--- src/design/bbcd_pkg.sv ---
// shared types, codes and field layout for the buffer cache directory
// no dependencies; used by the directory core and its port checker
`default_nettype none

package bbcd_pkg;

	// default sizing handed to the top level
	localparam int NUM_BUFFERS_DEF = 32;
	localparam int COUNT_BITS_DEF  = 8;

	// fixed field widths
	localparam int MODE_W   = 2;
	localparam int DEV_W    = 8;
	localparam int BLK_W    = 32;
	localparam int IDX_W    = 5;
	localparam int TIME_W   = 32;
	localparam int STATUS_W = 2;

	// request tdata layout, lowest bit first
	localparam int DEV_LSB      = 0;
	localparam int BLK_LSB      = DEV_LSB + DEV_W;
	localparam int IDX_LSB      = BLK_LSB + BLK_W;
	localparam int NOW_LSB      = IDX_LSB + IDX_W;
	localparam int IN_FIELDS_W  = NOW_LSB + TIME_W;
	localparam int IN_TDATA_W   = ((IN_FIELDS_W + 7) / 8) * 8;

	// result tdata layout, lowest bit first
	localparam int BUF_LSB      = 0;
	localparam int HIT_BIT      = BUF_LSB + IDX_W;
	localparam int RD_BIT       = HIT_BIT + 1;
	localparam int STATUS_LSB   = RD_BIT + 1;
	localparam int OUT_FIELDS_W = STATUS_LSB + STATUS_W;
	localparam int OUT_TDATA_W  = ((OUT_FIELDS_W + 7) / 8) * 8;

	// request kinds
	typedef enum logic [MODE_W-1:0] {
		MODE_GET     = 2'd0,
		MODE_RELEASE = 2'd1,
		MODE_PIN     = 2'd2,
		MODE_UNPIN   = 2'd3
	} mode_t;

	// result status codes
	typedef enum logic [STATUS_W-1:0] {
		STAT_OK        = 2'd0,
		STAT_NO_FREE   = 2'd1,
		STAT_UNDERFLOW = 2'd2,
		STAT_OVERFLOW  = 2'd3
	} status_t;

endpackage

`default_nettype wire

--- src/design/block_buffer_cache_directory_core.sv ---
// buffer cache directory: tag lookup, lru victim pick and reference counting
// depends on bbcd_pkg; entry records sit in one memory with a read and a write port
//
// Usage:
//  - requests enter on s_axis (tuser = kind, tdata = device, block number,
//    entry index, current tick); results leave on m_axis (tdata = buffer
//    index, hit, needs_read, status).
//  - one request is worked on at a time. A get reads every entry once
//    through the memory read port, one entry per cycle, to find the first
//    tag match and the free entry with the oldest release time; the next
//    request is taken only once the current result is in the output register.
//  - release, pin and unpin read and write back the one addressed entry;
//    an index beyond the table skips the read.
//  - the write back happens only once the prior read has landed, so reads
//    and writes of one entry never overlap.
//  - reset clears a per-entry written flag; an entry never written reads as
//    all zero, so no clearing pass is needed and requests are taken at once.
//  - a stalled result holds in the output register; the block still takes
//    the next request and finishes it up to the point where it must report.
`default_nettype none

module block_buffer_cache_directory_core #(
	parameter int NUM_BUFFERS = bbcd_pkg::NUM_BUFFERS_DEF,
	parameter int COUNT_BITS  = bbcd_pkg::COUNT_BITS_DEF
) (
	input  wire logic                              clk,
	input  wire logic                              arst_n,
	input  wire logic                              s_axis_tvalid,
	output      logic                              s_axis_tready,
	// device[7:0], block_number[39:8], entry_index[44:40], now[76:45]
	input  wire logic [bbcd_pkg::IN_TDATA_W-1:0]   s_axis_tdata,
	// mode[1:0]
	input  wire logic [bbcd_pkg::MODE_W-1:0]       s_axis_tuser,
	output      logic                              m_axis_tvalid,
	input  wire logic                              m_axis_tready,
	// buffer_index[4:0], hit[5], needs_read[6], status[8:7]
	output      logic [bbcd_pkg::OUT_TDATA_W-1:0]  m_axis_tdata
);
	import bbcd_pkg::*;

	localparam int AW = (NUM_BUFFERS > 1) ? $clog2(NUM_BUFFERS) : 1;
	localparam logic [AW-1:0] LAST_ADDR = AW'(NUM_BUFFERS - 1);
	localparam logic [COUNT_BITS-1:0] CNT_MAX = {COUNT_BITS{1'b1}};
	localparam int OUT_PAD_W = OUT_TDATA_W - OUT_FIELDS_W;

	typedef struct packed {
		logic [DEV_W-1:0]      dev;
		logic [BLK_W-1:0]      blk;
		logic                  valid;
		logic [COUNT_BITS-1:0] cnt;
		logic [TIME_W-1:0]     rtime;
	} entry_t;

	typedef enum logic [3:0] {
		S_IDLE   = 4'b0001,
		S_SCAN   = 4'b0010,
		S_WAIT   = 4'b0100,
		S_DECIDE = 4'b1000
	} state_t;

	state_t state_q;

	// latched request
	mode_t             mode_q;
	logic [DEV_W-1:0]  dev_q;
	logic [BLK_W-1:0]  blk_q;
	logic [IDX_W-1:0]  idx_q;
	logic [TIME_W-1:0] now_q;
	logic              in_range_q;

	// scan bookkeeping
	logic [AW-1:0]     cnt_q;
	logic              rd_vld_s1;
	logic [AW-1:0]     addr_s1;
	entry_t            rd_ent_s1;
	logic              hit_fnd_q;
	logic [AW-1:0]     hit_idx_q;
	entry_t            cur_ent_q;
	logic              free_fnd_q;
	logic [AW-1:0]     best_idx_q;
	logic [TIME_W-1:0] best_time_q;

	// entry memory and its written flags
	entry_t           mem [NUM_BUFFERS];
	logic [NUM_BUFFERS-1:0] written_q;

	logic              accept;
	logic              mem_re;
	logic [AW-1:0]     rd_addr;
	logic              mem_we;
	logic [AW-1:0]     wr_addr;
	entry_t            wr_ent;
	entry_t            ent_s1;
	logic              ent_match;
	logic              ent_free;
	logic              req_in_range;
	logic              out_load;
	logic              out_vld_q;
	logic [OUT_TDATA_W-1:0] out_data_q;

	logic [IDX_W-1:0]  res_idx;
	logic              res_hit;
	logic              res_rd;
	status_t           res_status;
	logic              res_we;

	assign s_axis_tready = (state_q == S_IDLE);
	assign accept        = s_axis_tvalid && s_axis_tready;
	assign req_in_range  = (32'(s_axis_tdata[IDX_LSB +: IDX_W]) < 32'(NUM_BUFFERS));

	// scan counter drives the read port address
	assign mem_re  = (state_q == S_SCAN);
	assign rd_addr = cnt_q;

	// an entry never written reads as its reset value
	assign ent_s1    = written_q[addr_s1] ? rd_ent_s1 : '0;
	assign ent_match = (ent_s1.dev == dev_q) && (ent_s1.blk == blk_q);
	assign ent_free  = (ent_s1.cnt == '0);

	// memory array
	always_ff @(posedge clk) begin
		if (mem_we) begin
			mem[wr_addr] <= wr_ent;
		end
		if (mem_re) begin
			rd_ent_s1 <= mem[rd_addr];
		end
	end

	// written flags
	always_ff @(posedge clk or negedge arst_n) begin
		if (!arst_n) begin
			written_q <= '0;
		end else if (mem_we) begin
			written_q[wr_addr] <= 1'b1;
		end
	end

	// sequencer
	always_ff @(posedge clk or negedge arst_n) begin
		if (!arst_n) begin
			state_q   <= S_IDLE;
			cnt_q     <= '0;
			rd_vld_s1 <= 1'b0;
		end else begin
			rd_vld_s1 <= mem_re;
			unique case (state_q)
				S_IDLE: begin
					if (accept) begin
						if (mode_t'(s_axis_tuser) == MODE_GET) begin
							cnt_q   <= '0;
							state_q <= S_SCAN;
						end else if (req_in_range) begin
							cnt_q   <= AW'(s_axis_tdata[IDX_LSB +: IDX_W]);
							state_q <= S_SCAN;
						end else begin
							state_q <= S_DECIDE;
						end
					end
				end
				S_SCAN: begin
					if (mode_q == MODE_GET && cnt_q != LAST_ADDR) begin
						cnt_q <= cnt_q + AW'(1);
					end else begin
						state_q <= S_WAIT;
					end
				end
				S_WAIT: begin
					state_q <= S_DECIDE;
				end
				S_DECIDE: begin
					if (out_load) begin
						state_q <= S_IDLE;
					end
				end
				default: begin
					state_q <= S_IDLE;
				end
			endcase
		end
	end

	// search flags
	always_ff @(posedge clk or negedge arst_n) begin
		if (!arst_n) begin
			hit_fnd_q  <= 1'b0;
			free_fnd_q <= 1'b0;
		end else if (accept) begin
			hit_fnd_q  <= 1'b0;
			free_fnd_q <= 1'b0;
		end else if (rd_vld_s1 && mode_q == MODE_GET) begin
			if (ent_match) begin
				hit_fnd_q <= 1'b1;
			end
			if (ent_free) begin
				free_fnd_q <= 1'b1;
			end
		end
	end

	// request fields and scan payload
	always_ff @(posedge clk) begin
		addr_s1 <= rd_addr;
		if (accept) begin
			mode_q     <= mode_t'(s_axis_tuser);
			dev_q      <= s_axis_tdata[DEV_LSB +: DEV_W];
			blk_q      <= s_axis_tdata[BLK_LSB +: BLK_W];
			idx_q      <= s_axis_tdata[IDX_LSB +: IDX_W];
			now_q      <= s_axis_tdata[NOW_LSB +: TIME_W];
			in_range_q <= req_in_range;
		end
		if (rd_vld_s1) begin
			// first tag match, or the addressed entry
			if (mode_q != MODE_GET || (ent_match && !hit_fnd_q)) begin
				cur_ent_q <= ent_s1;
				hit_idx_q <= addr_s1;
			end
			// oldest free entry, lowest index on a tie
			if (mode_q == MODE_GET && ent_free &&
			    (!free_fnd_q || ent_s1.rtime < best_time_q)) begin
				best_idx_q  <= addr_s1;
				best_time_q <= ent_s1.rtime;
			end
		end
	end

	// outcome of the request and the write back
	always_comb begin
		res_idx    = idx_q;
		res_hit    = 1'b0;
		res_rd     = 1'b0;
		res_status = STAT_OK;
		res_we     = 1'b0;
		wr_addr    = hit_idx_q;
		wr_ent     = cur_ent_q;
		unique case (mode_q) inside
			MODE_GET: begin
				if (hit_fnd_q) begin
					res_idx = IDX_W'(hit_idx_q);
					res_hit = 1'b1;
					if (cur_ent_q.cnt == CNT_MAX) begin
						res_status = STAT_OVERFLOW;
					end else begin
						res_rd       = !cur_ent_q.valid;
						res_we       = 1'b1;
						wr_ent.cnt   = cur_ent_q.cnt + COUNT_BITS'(1);
						wr_ent.valid = 1'b1;
					end
				end else if (free_fnd_q) begin
					res_idx      = IDX_W'(best_idx_q);
					res_rd       = 1'b1;
					res_we       = 1'b1;
					wr_addr      = best_idx_q;
					wr_ent.dev   = dev_q;
					wr_ent.blk   = blk_q;
					wr_ent.valid = 1'b1;
					wr_ent.cnt   = COUNT_BITS'(1);
					wr_ent.rtime = best_time_q;
				end else begin
					res_idx    = '0;
					res_status = STAT_NO_FREE;
				end
			end
			MODE_PIN: begin
				if (in_range_q) begin
					if (cur_ent_q.cnt == CNT_MAX) begin
						res_status = STAT_OVERFLOW;
					end else begin
						res_we     = 1'b1;
						wr_ent.cnt = cur_ent_q.cnt + COUNT_BITS'(1);
					end
				end
			end
			MODE_RELEASE, MODE_UNPIN: begin
				if (in_range_q) begin
					if (cur_ent_q.cnt == '0) begin
						res_status = STAT_UNDERFLOW;
					end else begin
						res_we     = 1'b1;
						wr_ent.cnt = cur_ent_q.cnt - COUNT_BITS'(1);
						// final release stamps the current tick
						if (mode_q == MODE_RELEASE && cur_ent_q.cnt == COUNT_BITS'(1)) begin
							wr_ent.rtime = now_q;
						end
					end
				end
			end
			default: begin
				res_status = STAT_OK;
			end
		endcase
	end

	assign out_load = (state_q == S_DECIDE) && (!out_vld_q || m_axis_tready);
	assign mem_we   = out_load && res_we;

	// output register
	always_ff @(posedge clk or negedge arst_n) begin
		if (!arst_n) begin
			out_vld_q <= 1'b0;
		end else if (out_load) begin
			out_vld_q <= 1'b1;
		end else if (m_axis_tready) begin
			out_vld_q <= 1'b0;
		end
	end

	always_ff @(posedge clk) begin
		if (out_load) begin
			out_data_q <= {{OUT_PAD_W{1'b0}}, res_status, res_rd, res_hit, res_idx};
		end
	end

	assign m_axis_tvalid = out_vld_q;
	assign m_axis_tdata  = out_data_q;

endmodule

`default_nettype wire

--- config.mk ---
export PLATFORM = sky130hd
export DESIGN_NAME = block_buffer_cache_directory_core
export DESIGN_NICKNAME = d
export VERILOG_FILES = /design/src/design/bbcd_pkg.sv /design/src/design/block_buffer_cache_directory_core.sv
export SDC_FILE = /design/constraint.sdc
export NUM_CORES = 2
export LEC_CHECK = 0
export ABC_AREA = 0
export ABC_CLOCK_PERIOD_IN_PS = 8600
export BUFFER_PORTS_ARGS = -buffer_cell sky130_fd_sc_hd__clkbuf_2
export CORE_MARGIN = 2
export CORE_UTILIZATION = 45
export DETAILED_ROUTE_END_ITERATION = 12
export PLACE_DENSITY = 0.59
export SETUP_SLACK_MARGIN = 0.3
export SLEW_MARGIN = 5
export SYNTH_ARGS = -nofsm -noshare
export SYNTH_HDL_FRONTEND = slang
export SYNTH_SLANG_ARGS = --single-unit
export TNS_END_PERCENT = 10
--- constraint.sdc ---
create_clock -name clk -period 8.6 [get_ports clk]
set_clock_uncertainty 0.2 [all_clocks]
set_input_delay 1.72 -clock clk [delete_from_list [all_inputs] [get_ports clk]]
set_output_delay 1.72 -clock clk [all_outputs]
set_load 0.01 [all_outputs]
# Yosys cells after proc, flatten, opt, wreduce, memory -nomap -nowiden

Memories as Yosys holds them, arrays and structs flattened. A register that Yosys moved wholly into a read port is not among the register bits.
Cells that the tools add are included.

Add/subtract/negate cells: 3
Magnitude comparators: 4
Equality and inequality tests: 16
Mux-type cells: 53
Bitwise operators: 1
Reduce and logical (&&, ||, !) cells: 35

Operators by type and width:

| kind                | number |
|---|---|
| $mux 81             | 2 |
| $mux 40             | 2 |
| $mux 32             | 2 |
| $pmux 32 s2         | 1 |
| $mux 5              | 9 |
| $mux 41             | 1 |
| $eq 32x32->1        | 1 |
| $lt 32x32->1        | 1 |
| $or 32x32->32       | 1 |
| $pmux 8 s3          | 1 |
| $mux 1              | 20 |
| $mux 9              | 2 |
| $logic_not 8->1     | 2 |
| $pmux 4 s4          | 1 |
| $lt 5x6->1 const B  | 2 |
| $mux 4              | 3 |
| $reduce_bool 2->1   | 6 |
| $logic_and 1x1->1   | 11 |
| $pmux 5 s2          | 1 |
| $add 8x1->8 const B | 1 |
| $eq 8x1->1 const B  | 1 |
| $eq 8x8->1          | 1 |
| $eq 8x8->1 const B  | 1 |
| $mux 8              | 1 |
| other kinds (23)    | 38 |

Bits in registers: 261
Memory bits (writable): 2592
Input bits: 86
Output and inout port bits: 18
Memories: 1

Memories:

| memory | depth | bits a word | rd ports | clocked after memory_dff | write ports | RTL line                                | text |
|---|---|---|---|---|---|---|---|
| mem    | 32    | 81          | 1        | 1                        | 1           | block_buffer_cache_directory_core.sv:84 | `entry_t mem [NUM_BUFFERS];` |

# Depth between registers and ports, before layout

Depth after elaboration: 8
Gate-level depth with buffers: 20
Gate-level depth less buffers: 15

# Worst setup path after synthesis

No wires, ideal clock.

Path type: in2reg
From: in m_axis_tready
To: mem mem[1][0] (netlist name) (enable)
Arrival time: 6241 ps
Data required time: 7878 ps
Setup slack: 1637 ps
Cell stages on the path: 5
Cell sequence: nor2b_1 -> nor2_1 -> nand2b_1 -> or3_1 -> nor2_1

Longest elaborated chain between the ends: 5

Ends and longest elaborated chain:

| element                      | RTL line                                 | text |
|---|---|---|
| start, declared              | block_buffer_cache_directory_core.sv:35  | `input wire logic m_axis_tready,` |
| $logic_or 1x1->1             | block_buffer_cache_directory_core.sv:294 | `assign out_load = (state_q == S_DECIDE) && (!out_vld_q \|\| m_axis_tready);` |
| $logic_and 1x1->1            | block_buffer_cache_directory_core.sv:294 |  |
| net out_load                 | block_buffer_cache_directory_core.sv:97  | `logic out_load;` |
| $logic_and 1x1->1            | block_buffer_cache_directory_core.sv:295 | `assign mem_we = out_load && res_we;` |
| $mux 1                       | block_buffer_cache_directory_core.sv:122 | `if (mem_we) begin` |
| $mux 1 (implied by the code) | block_buffer_cache_directory_core.sv:123 | `mem[wr_addr] <= wr_ent;` |
| end, declared                | block_buffer_cache_directory_core.sv:84  |  |

The timed path passes the listed nets, and every way through them passes these cells.

==> metrics.txt <==
status=complete, no violations; Iter 0 DRT Violations=5853; Mapped Avg Cell Area=22.7 um^2; worst vdd ir=0.333 mV; crit share post-route=69.0%; HPWL after detailed placement=141000 um; unrepaired setup endpoints after global routing=false; DRT Pass-1 Iters=5; CTS tree=done; worst hold stages=1; Sw Pwr=10.3 mW; worst hold start=written_q[1]; DR WL/cell=31.7 um; synthesis warning total=0; vias per cell=5.99; switching fraction of total power=26.8%; Synth Register Bits=2934; Hold Path Class=flop to flop; DRC Markers=0; Resized Gates After CTS=0; RD Place Congestion=0.811; combinational group share of total power=22.4%; clk sinks=2934; CP required=8.94 ns; Post-CTS Hold Buffers=0; Initial Util=45.2%; register area share after synthesis=77.5%; Max Cap Viol=0; Tmin final=5.93 ns; Power Dens Cells=300 nW/um^2; Worst EP arrival=6.27 ns; Setup Buffers After CTS=0; clk slew on worst S/H paths=0.06 ns; fin. max-slew vios=0; nets@finish=5393; Mapped Cells=4982; setup TNS=0 ns; pin count of the biggest net entering global routing=122; synthesized cell area=113000 um^2; Crit Path Category=flop to flop; slowest library cell on the worst path=dfxtp_1; crit end category=flop; Finish-stage setup viols=0; Post-synth top flop=edfxtp_1; Worst-Margin Slew=1.21 ns; Yosys cell types=63; TritonCTS Buffers=308; initial antenna violation count=4; die span in x=506 um; layout cell share with drive strength beyond 1=29.5%; Max stage delay on crit path=1.02 ns; reg-to-reg slack, setup=2.67 ns; Register-to-Register Path Depth=16; port bufs=93; Worst R2R Start=addr_s1[0]; final hold violations=0; Pint=28.2 mW; first-pass GRT wire length=401000 um; Startpoint Class=flop; H-tree depth=5; CP top delay family=compound AO/OA/AOI/OAI gates; placed cell area=119000 um^2; CP bufs+invs=1; clk buf depth=4; Rel. slew slack=18.1%; gr ovfl total=0; fin util=51.1%; Clock Tree Root=clkbuf_16; FMAX=168 MHz; capturing point of the worst reg2reg path=best_time_q[2]; Hold Path Sink=written_q[1]; critical path peak fanout=37; EDFF count, synth=2884; Layout Area Growth over Synthesis=13.2%; GRT Total Usage=21.9%; die area=256000 um^2; leakage=39.7 nW; Finished Cell Area=128000 um^2; CP Cell Sequence=mux2i_1, a22oi_1, nand4b_1, nand4_4, buf_4, and2_1, ha_1, a21o_1, a21oi_1, nor2b_1, o21ai_0, nand2b_1, a211oi_1, a21oi_1, o21ai_0, o311a_2; antenna-violating nets left=0; clock network fraction of design power=32.3%; Reg power frac=45.3%; vias in the first global route=54.5k; detailed-route via count=52.9k; Synth async-reset ratio=1.53%; core outline area=251000 um^2; Ports=104; placement row count=184; clk_lat worst skew=0.94 ns; Stages on worst setup path=16; final wirelength=279000 um; chip height=506 um
==> power by group through the flow <==
stage                     logic [mW]  clock network (mW)  registers (mW)
final                           8.61                12.4            17.4
after global routing            9.21                13.2            17.5
after CTS                       8.77                12.7            17.4
after detailed placement        8.73                   0            17.7
after global placement          8.66                   0            17.7
after floorplan                 6.32                   0            17.4
==> synth_stat cells (all sizes together) (3+ instances only) <==
library cell	n	area, um^2
or2	14	87.6
or3	4	25.0
a21o	8	60.1
nor3	21	110
dfxtp	5	100
nand4	10	77.6
mux4	810	18200
mux2i	19	190
dfrtp	44	1100
o32a	4	40.0
inv	46	173
a31oi	39	244
a211o	4	35.0
ha	36	450
nand2b	5	31.3
o211ai	3	22.5
nor2b	40	250
buf	86	439
clkbuf	173	649
a22oi	15	113
a211oi	34	255
mux2	84	946
nor3b	3	22.5
a21oi	34	170
o21ai	38	190
o21bai	24	180
nand3b	11	82.6
edfxtp	2884	86600
xor2	15	131
nand3	18	90.1
and3	10	62.6
nand2	215	807
nor4	11	68.8
nor2	81	304
a221oi	10	93.8
o41ai	3	26.3
and2	86	538
xnor2	15	131
==> flip-flops by register name, indices dropped and copies added (netlist names) <==
register,flops
mem,2592
cur_ent_q,81
rd_ent_s1,81
best_time_q,32
blk_q,32
now_q,32
written_q,32
m_axis_tdata,9
dev_q,8
addr_s1,5
best_idx_q,5
cnt_q,5
hit_idx_q,5
idx_q,5
state_q,4
mode_q,2
free_fnd_q,1
hit_fnd_q,1
m_axis_tvalid,1
rd_vld_s1,1
==> cell usage in the layout, fill, tap and decap left out, types with 36 or more instances in the layout <==
cell,n
edfxtp_1,2884
mux4_2,810
clkbuf_16,315
nand2_1,214
buf_4,103
clkbuf_2,93
and2_1,86
mux2_2,84
clkinv_1,70
clkbuf_1,60
nor2_1,47
inv_1,45
nor2b_1,40
clkinv_2,40
dfrtp_1,39
ha_1,36
buf_12,36
==> per-layer routing <==
layer | vias to the layer above | GRT usage (%) | routed length (um)
met5 | - | 0 | 0
met4 | 0 | 6.02 | 7190
met3 | 417 | 2.69 | 14300
met2 | 1689 | 37.0 | 142000
met1 | 29200 | 30.2 | 116000
li1 | 21600 | - | -
==> through the flow <==
step / total power, mW / hold WS [ns] / instances / setup WS, ns
4_1_cts: 38.9 / 0.268 / 8824 / 2.70
3_5_place_dp: 26.5 / 0.253 / 8309 / 2.48
3_3_place_gp: 26.4 / 0.249 / 8309 / 2.50
5_1_grt: 39.9 / 0.280 / 8825 / 2.32
6_report: 38.5 / 0.265 / 8827 / 2.67
2_1_floorplan: 23.7 / 0.145 / 4988 / 1.64
==> layout make-up <==
cell class	count	area (um^2)
clock inverters	139	1090
diodes	3	7.51
flip-flops and latches	2934	87800
repair buffers	232	1960
multi-input cells	1749	24900
clock buffers	376	8120
inverters	46	178
well taps	3348	4190
fillers	19600	123000
==> cell families after synthesis <==
family / share of synthesized area [%]
buf+inv: 1.11
simple gates: 2.32
mux: 17.1
other cells: 0.00331
compound gates: 1.34
fa+ha+maj: 0.397
flops: 77.5
xor+xnor: 0.232
==> worst max path at each step <==
stage	from	end	slack [ns]
after floorplan	m_axis_tready	mem[1][0]	1.64
after global placement	m_axis_tready	mem[20][24]	2.50
after CTS	addr_s1[0]	best_time_q[0]	2.70
final	addr_s1[0]	best_time_q[2]	2.67
after global routing	addr_s1[0]	best_time_q[0]	2.32
after detailed placement	m_axis_tready	mem[20][49]	2.48
No activity file was read; power rests on OpenSTA's default activity.
